<file path="src/rtl/pdseq_pkg.sv">
package pdseq_pkg;

    localparam int PHASE_COUNT = 16;
    localparam int PHASE_W     = $clog2(PHASE_COUNT);

    typedef enum logic [PHASE_COUNT-1:0] {
        PH_INIT     = 16'h0001,
        PH_OFF      = 16'h0002,
        PH_POWER    = 16'h0004,
        PH_CLOCK    = 16'h0008,
        PH_RESET    = 16'h0010,
        PH_RELEASE  = 16'h0020,
        PH_CONNECT  = 16'h0040,
        PH_RESUME   = 16'h0080,
        PH_RUN      = 16'h0100,
        PH_DRAIN    = 16'h0200,
        PH_ISOLATE  = 16'h0400,
        PH_STOP     = 16'h0800,
        PH_FRELEASE = 16'h1000,
        PH_FAULT    = 16'h2000,
        PH_FPOWER   = 16'h4000,
        PH_FOFF     = 16'h8000
    } phase_t;

    typedef enum logic [1:0] {
        TG_OFF   = 2'd0,
        TG_RESET = 2'd1,
        TG_RUN   = 2'd2
    } target_t;

    localparam logic [PHASE_COUNT-1:0] POWERED_MASK =
        PH_CLOCK | PH_RESET | PH_RELEASE | PH_CONNECT | PH_RESUME |
        PH_RUN | PH_DRAIN | PH_ISOLATE | PH_STOP;

    localparam logic [PHASE_COUNT-1:0] FAULT_MASK =
        PH_FRELEASE | PH_FAULT | PH_FPOWER | PH_FOFF;

    typedef struct packed {
        logic       request_valid;
        logic [1:0] request_target;
        logic       obs_power;
        logic       obs_reset;
        logic       obs_isolation;
        logic       obs_idle;
        logic       service_fault;
    } in_t;

    typedef struct packed {
        logic [PHASE_W-1:0] phase_now;
        logic               power_lost;
        logic               power_enable;
        logic               clock_enable;
        logic               reset_request;
        logic               isolate_request;
        logic               quiesce_request;
        logic               in_fault;
        logic               done_res;
    } out_t;

    typedef struct packed {
        logic quiesce;
        logic isolate;
        logic reset;
        logic clock;
        logic power;
    } ctrl_t;

    function automatic ctrl_t phase_ctrl(phase_t ph);
        ctrl_t c;
        c = '0;
        unique case (ph)
            PH_INIT, PH_OFF, PH_FOFF: c = '0;
            PH_POWER, PH_STOP, PH_FAULT, PH_FPOWER: begin
                c.power   = 1'b1;
                c.reset   = 1'b1;
                c.isolate = 1'b1;
                c.quiesce = 1'b1;
            end
            PH_CLOCK, PH_RESET: c = '1;
            PH_RELEASE, PH_ISOLATE: begin
                c.power   = 1'b1;
                c.clock   = 1'b1;
                c.isolate = 1'b1;
                c.quiesce = 1'b1;
            end
            PH_CONNECT, PH_DRAIN: begin
                c.power   = 1'b1;
                c.clock   = 1'b1;
                c.quiesce = 1'b1;
            end
            PH_RESUME, PH_RUN: begin
                c.power = 1'b1;
                c.clock = 1'b1;
            end
            PH_FRELEASE: begin
                c.power   = 1'b1;
                c.reset   = 1'b1;
                c.isolate = 1'b1;
            end
            default: c = '0;
        endcase
        return c;
    endfunction

    function automatic logic [PHASE_W-1:0] phase_code(phase_t ph);
        logic [PHASE_W-1:0] code;
        code = '0;
        for (int i = 0; i < PHASE_COUNT; i++) begin
            if (ph[i]) begin
                code = code | i[PHASE_W-1:0];
            end
        end
        return code;
    endfunction

    function automatic phase_t next_phase(phase_t ph, target_t tg, logic pw, logic rs,
                                          logic iso, logic idle);
        logic   prot;
        phase_t nxt;
        prot = rs && iso;
        nxt  = ph;
        unique case (ph)
            PH_INIT: nxt = PH_OFF;
            PH_OFF: begin
                if (tg != TG_OFF && !pw && prot) nxt = PH_POWER;
            end
            PH_POWER: begin
                if (pw && prot) nxt = (tg == TG_OFF) ? PH_OFF : PH_CLOCK;
            end
            PH_CLOCK, PH_RESET: begin
                if (prot) begin
                    if (tg == TG_OFF) nxt = PH_STOP;
                    else nxt = (tg == TG_RUN) ? PH_RELEASE : PH_RESET;
                end
            end
            PH_RELEASE: begin
                if (tg != TG_RUN) nxt = PH_RESET;
                else if (!rs && iso) nxt = PH_CONNECT;
            end
            PH_CONNECT: begin
                if (!iso && idle) nxt = (tg == TG_RUN) ? PH_RESUME : PH_ISOLATE;
            end
            PH_RESUME: begin
                if (!idle) nxt = (tg == TG_RUN) ? PH_RUN : PH_DRAIN;
            end
            PH_RUN: begin
                if (tg != TG_RUN) nxt = PH_DRAIN;
            end
            PH_DRAIN: begin
                if (idle) nxt = (tg == TG_RUN) ? PH_RESUME : PH_ISOLATE;
            end
            PH_ISOLATE: begin
                if (iso) nxt = (tg == TG_RUN) ? PH_CONNECT : PH_RESET;
            end
            PH_STOP: begin
                if (prot) nxt = (tg == TG_OFF) ? PH_OFF : PH_CLOCK;
            end
            PH_FRELEASE: begin
                if (!idle) nxt = PH_FAULT;
            end
            PH_FAULT: begin
                if (prot && idle) nxt = PH_FOFF;
            end
            PH_FPOWER: begin
                if (pw) nxt = PH_FAULT;
            end
            PH_FOFF: begin
                if (tg == TG_OFF && !pw && prot) nxt = PH_OFF;
            end
            default: nxt = PH_INIT;
        endcase
        return nxt;
    endfunction

endpackage

</file>
<file path="src/rtl/power_domain_sequencer.sv">
// The result of an accepted transaction is registered in the output register.
// Throughput: one transaction per cycle; the phase and target registers are updated in the
// same cycle as the acceptance, so a new tick may follow in every cycle unless the output stalls.
// The input side stays ready while the output register is empty or being drained.
// Synchronous active-low reset sets the phase to init, the target to off, and empties the
// output register.
module power_domain_sequencer (
    input  logic              aclk,
    input  logic              aresetn,
    input  logic              s_valid,
    output logic              s_ready,
    input  pdseq_pkg::in_t    s_data,
    output logic              m_valid,
    input  logic              m_ready,
    output pdseq_pkg::out_t   m_data
);

    pdseq_pkg::phase_t  phase_reg;
    pdseq_pkg::phase_t  phase_next;
    pdseq_pkg::target_t target_reg;
    pdseq_pkg::target_t target_next;
    logic               m_valid_reg;
    pdseq_pkg::out_t    m_data_reg;
    pdseq_pkg::out_t    m_data_next;

    logic            accept;
    logic            req_ok;
    logic            lost;
    logic            releasing;
    logic            done;
    pdseq_pkg::ctrl_t old_ctrl;
    pdseq_pkg::ctrl_t new_ctrl;

    assign s_ready = !m_valid_reg || m_ready;
    assign accept  = s_valid && s_ready;
    assign m_valid = m_valid_reg;
    assign m_data  = m_data_reg;

    always_comb begin
        req_ok = s_data.request_valid &&
                 (s_data.request_target == pdseq_pkg::TG_OFF ||
                  s_data.request_target == pdseq_pkg::TG_RESET ||
                  s_data.request_target == pdseq_pkg::TG_RUN);
        target_next = req_ok ? pdseq_pkg::target_t'(s_data.request_target) : target_reg;

        old_ctrl  = pdseq_pkg::phase_ctrl(phase_reg);
        lost      = (|(phase_reg & pdseq_pkg::POWERED_MASK)) && !s_data.obs_power;
        releasing = !old_ctrl.quiesce && s_data.obs_idle;

        if (s_data.service_fault && !(|(phase_reg & pdseq_pkg::FAULT_MASK))) begin
            if (phase_reg == pdseq_pkg::PH_INIT || phase_reg == pdseq_pkg::PH_OFF) begin
                phase_next = pdseq_pkg::PH_FOFF;
            end else if (phase_reg == pdseq_pkg::PH_POWER) begin
                phase_next = pdseq_pkg::PH_FPOWER;
            end else begin
                phase_next = releasing ? pdseq_pkg::PH_FRELEASE : pdseq_pkg::PH_FAULT;
            end
        end else if (lost) begin
            phase_next = releasing ? pdseq_pkg::PH_FRELEASE : pdseq_pkg::PH_FAULT;
        end else begin
            phase_next = pdseq_pkg::next_phase(phase_reg, target_next, s_data.obs_power,
                                               s_data.obs_reset, s_data.obs_isolation,
                                               s_data.obs_idle);
        end

        done = 1'b0;
        if (req_ok) begin
            case (target_next)
                pdseq_pkg::TG_OFF:
                    done = phase_next == pdseq_pkg::PH_OFF && !s_data.obs_power &&
                           s_data.obs_reset && s_data.obs_isolation && s_data.obs_idle;
                pdseq_pkg::TG_RESET:
                    done = phase_next == pdseq_pkg::PH_RESET && s_data.obs_power &&
                           s_data.obs_reset && s_data.obs_isolation && s_data.obs_idle;
                pdseq_pkg::TG_RUN:
                    done = phase_next == pdseq_pkg::PH_RUN && s_data.obs_power &&
                           !s_data.obs_reset && !s_data.obs_isolation && !s_data.obs_idle;
                default: done = 1'b0;
            endcase
        end

        new_ctrl = pdseq_pkg::phase_ctrl(phase_next);
        m_data_next.phase_now       = pdseq_pkg::phase_code(phase_next);
        m_data_next.power_lost      = lost;
        m_data_next.power_enable    = new_ctrl.power;
        m_data_next.clock_enable    = new_ctrl.clock;
        m_data_next.reset_request   = new_ctrl.reset;
        m_data_next.isolate_request = new_ctrl.isolate;
        m_data_next.quiesce_request = new_ctrl.quiesce;
        m_data_next.in_fault        = |(phase_next & pdseq_pkg::FAULT_MASK);
        m_data_next.done_res        = done;
    end

    always_ff @(posedge aclk) begin
        if (!aresetn) begin
            phase_reg   <= pdseq_pkg::PH_INIT;
            target_reg  <= pdseq_pkg::TG_OFF;
            m_valid_reg <= 1'b0;
        end else begin
            if (accept) begin
                phase_reg   <= phase_next;
                target_reg  <= target_next;
                m_valid_reg <= 1'b1;
            end else if (m_ready) begin
                m_valid_reg <= 1'b0;
            end
        end
    end

    always_ff @(posedge aclk) begin
        if (accept) begin
            m_data_reg <= m_data_next;
        end
    end

    assert property (@(posedge aclk) disable iff (!aresetn)
        accept |=> m_valid && m_data.phase_now == pdseq_pkg::phase_code(phase_reg))
        else $error("Result phase does not match the stored phase.");

    assert property (@(posedge aclk) disable iff (!aresetn)
        m_valid && m_data.power_lost |-> m_data.in_fault)
        else $error("Power loss did not lead into a fault phase.");

    assert property (@(posedge aclk) disable iff (!aresetn)
        m_valid && m_data.in_fault |-> !m_data.clock_enable)
        else $error("Domain clock enabled in a fault phase.");

endmodule

</file>
<file path="config.mk">
export PLATFORM = sky130hd
export DESIGN_NAME = power_domain_sequencer
export DESIGN_NICKNAME = d
export VERILOG_FILES = /design/src/rtl/pdseq_pkg.sv /design/src/rtl/power_domain_sequencer.sv
export SDC_FILE = /design/constraint.sdc
export NUM_CORES = 1
export LEC_CHECK = 0
export ABC_AREA = 1
export BUFFER_PORTS_ARGS = -buffer_cell sky130_fd_sc_hd__buf_2
export CAP_MARGIN = 15
export CORE_MARGIN = 8
export CORE_UTILIZATION = 65
export DETAILED_ROUTE_END_ITERATION = 8
export GPL_ROUTABILITY_DRIVEN = 0
export PLACE_DENSITY = 0.9
export SYNTH_ARGS = -nofsm -noshare
export SYNTH_HDL_FRONTEND = slang
export SYNTH_SLANG_ARGS = --single-unit
export TNS_END_PERCENT = 5
</file>
<file path="constraint.sdc">
create_clock -name aclk -period 3.6 [get_ports aclk]
set_input_delay 0.72 -clock aclk [delete_from_list [all_inputs] [get_ports aclk]]
set_output_delay 0.72 -clock aclk [all_outputs]
set_load 0.1 [all_outputs]
</file>
==> flow_summary.ini <==
[worst_setup_path]
path_buf_inv = 2
crit_top_cell = nand2_1
cp_slowest_cell = nor2_1
r2r_slack_ns = 0.97
start_kind = input port
crit_required_ns = 3.75
path_class = input port to flop
path_cells = buf_2 -> nand2_1 -> nand2_1 -> nand2_1 -> nand2_2 -> inv_1 -> nor2_1 -> nand2_1 -> nand2_1 -> nand2_1 -> nand3_1 -> nand3_1 -> nand2_1 -> nor2_1 -> nand3_1 -> nand3_1 -> a21oi_2
cpPeakStageDelay_ns = 0.55
crit_family = simple AND/OR/NAND/NOR gates
critPathArrivalTime_ns = 3.16
cp_max_fo = 11
end_kind = flop

[synthesis]
syn_avg_cell_area_sq_um = 6.13
yosysWarningCount = 0
synth_enable_flop_cells = 12
synthTopCellsByArea = nand2_1 (13%), nand3_1 (13%), dfxtp_1 (12%)
synth_seq_cells = 31
synthArstFlopShare_pct = 0
synth.top_cell.area_share_pct = 13.0
synthFlopType = dfxtp_1
synth_area_sq_mm = 0.00322
synthCells = 526
syn_nets = 538
yosys.area.top_type = nand2_1
ys_seq_area_share_pct = 23.0
ys_types = 41

[floorplanning]
fp.dieH_um = 86.4
core.rowCount = 25
io_pins = 26
dieArea_sq_mm = 0.00747
start_util_pct = 67.8
die_w_um = 86.4
core_area_sq_mm = 0.00475

[final_layout]
area_delta_synth_final_pct = 7.02
largest_register_ff_count = 16
design_area_sq_mm = 0.00345
fin_nets = 557
num_antenna_cells = 0
layout-drive-gt1-share_pct = 13.7

[clock_network]
cts_root_buf = clkbuf_8
postCtsHoldBufs = 0
post_cts_buffers = 0
cts_tree = done
cts_buffers = 5
post_cts_resized = 0
clock-sinks = 31
cts_buffer_depth = 2
clkSlewWorstSetupHoldPaths_ns = 0.07
htree_levels = 2
clk_latency_ns = 0.30

[grt]
top_usage_layer = met2
grt_usage_pct = 30.0
grt_max_degree = 34
grt_pass1_vias = 3677
gr-usage-met2_pct = 44.1
grt-ovfl-total = 0
use_met3_pct = 9.64
grt_pass1_wl_mm = 17.7
grt_antenna_before_repair = 0
grtUsageMet1_pct = 37.0

[timing]
rsz0062_at_grt = false
slew_headroom_pct = 27.6
min_period_over_period_pct = 83.6
fin_crit_ns = 3.01
tightestPinTransition_ns = 1.08
setup_viol = 0
skew_ns = 0.0178
finalSetupTns_ns = 0
slew_violations = 0
max_freq_ghz = 0.332
hold_violations = 0

[placement]
port_buffers = 25
hpwlAfterDp_mm = 8.09
dpl-instance-area_sq_mm = 0.00334

[power_and_ir_drop]
powerDensity_mw_per_mm2 = 369
ir_drop_mv = 0.333
p_leak_nw = 1.77

[run]
maxCapViolations = 0

[detailed_routing]
vias = 4055
drt_iter0_drc = 745
totalWireLength_mm = 11.1
dr.pass1.iters = 7
ant_nets = 0
viasPerCell = 6.62
drc = 0
wl_per_cell_um = 18.0

[status]
status = completed

[worst_hold_path]
hold_class = flop to flop
power by group:
group | internal, W | switching, W
logic | 0.000101 | 0.000393
clock network | 0.000203 | 0.000152
registers | 0.000402 | 0.0000247
total | 0.000706 | 0.000569
cells in the final DEF, fill, tap and decap left out, types with 2 or more instances in the layout:
master	netlist	routed
a21oi_1	25	25
a31oi_1	2	2
buf_2	3	25
clkbuf_8	0	5
clkinv_1	1	2
dfxtp_1	19	19
edfxtp_1	12	12
inv_1	65	65
inv_2	4	4
inv_4	2	2
nand2_1	112	112
nand2_2	5	5
nand2_4	5	5
nand3_1	82	82
nand3_2	5	5
nand3b_1	4	4
nand4_1	19	19
nor2_1	62	62
nor2_2	5	5
nor2_4	8	8
nor2_8	2	2
nor3_1	14	14
nor3_2	4	4
o211ai_1	6	6
o21a_1	3	3
o21ai_0	30	30
o21ai_1	2	2
o21bai_1	2	2
o22ai_1	2	2
cells in the mapped netlist (2+ instances only):
| cell | count |
|---|---|
| a21oi_1 | 25 |
| a31oi_1 | 2 |
| buf_2 | 3 |
| buf_6 | 5 |
| clkbuf_1 | 5 |
| dfxtp_1 | 19 |
| edfxtp_1 | 12 |
| inv_1 | 65 |
| inv_2 | 4 |
| inv_4 | 2 |
| nand2_1 | 112 |
| nand2_2 | 5 |
| nand2_4 | 5 |
| nand3_1 | 82 |
| nand3_2 | 5 |
| nand3b_1 | 4 |
| nand4_1 | 19 |
| nor2_1 | 62 |
| nor2_2 | 5 |
| nor2_4 | 8 |
| nor2_8 | 2 |
| nor3_1 | 14 |
| nor3_2 | 4 |
| o211ai_1 | 6 |
| o21a_1 | 3 |
| o21ai_0 | 30 |
| o21ai_1 | 2 |
| o21bai_1 | 2 |
| o22ai_1 | 2 |
final cells by class:
type / count / area, sq um
multi-input cells: 410 / 2120
well taps: 67 / 83.8
clock inverters: 3 / 38.8
clock buffers: 5 / 68.8
repair buffers: 25 / 125
inverters: 72 / 275
flip-flops and latches: 31 / 741
fillers: 401 / 1300
tightest hold or removal path, cell delays in order (launching register included):
cell,delay [ns]
dfxtp_1,0.31
nand2_1,0.09
a21oi_1,0.07
routing by layer:
layer  up-vias  share of wire, %
met5         -                 0
met4         0               7.6
met3       126                16
met2       422                40
met1      1701                36
li1       1806                 -
worst paths after layout:
check / from / to / cells past startpoint
worst min-delay path: m_valid / m_valid / 2
worst max-delay path: s_data[6] / m_data[0] / 17
worst max register to register: target_reg[0] / m_data[0] / 15
worst min register to register: m_valid / m_valid / 2
metrics by stage:
| step | hold WS (ns) | std cells | total power, W | setup WS [ns] | utilization, % |
|---|---|---|---|---|---|
| after floorplan | 0.505 | 526 | 0.000824 | 0.593 | - |
| after global placement | 0.491 | 605 | 0.000898 | 0.528 | 70.3 |
| after detailed placement | 0.503 | 605 | 0.000908 | 0.463 | 70.3 |
| after CTS | 0.517 | 613 | 0.00125 | 0.722 | 72.6 |
| after global routing | 0.538 | 613 | 0.00132 | 0.327 | 72.6 |
| final | 0.513 | 613 | 0.00127 | 0.592 | 72.6 |
kinds of logic (layout without fill, tap and decap cells):
logic type	after synthesis	after routing	synth area share, %
flip-flops	31	31	23.0
buffers and inverters	85	105	11.3
AO/OA/AOI/OAI	78	78	14.0
AND/OR/NAND/NOR	332	332	51.7
No activity file was read; power rests on OpenSTA's default activity.
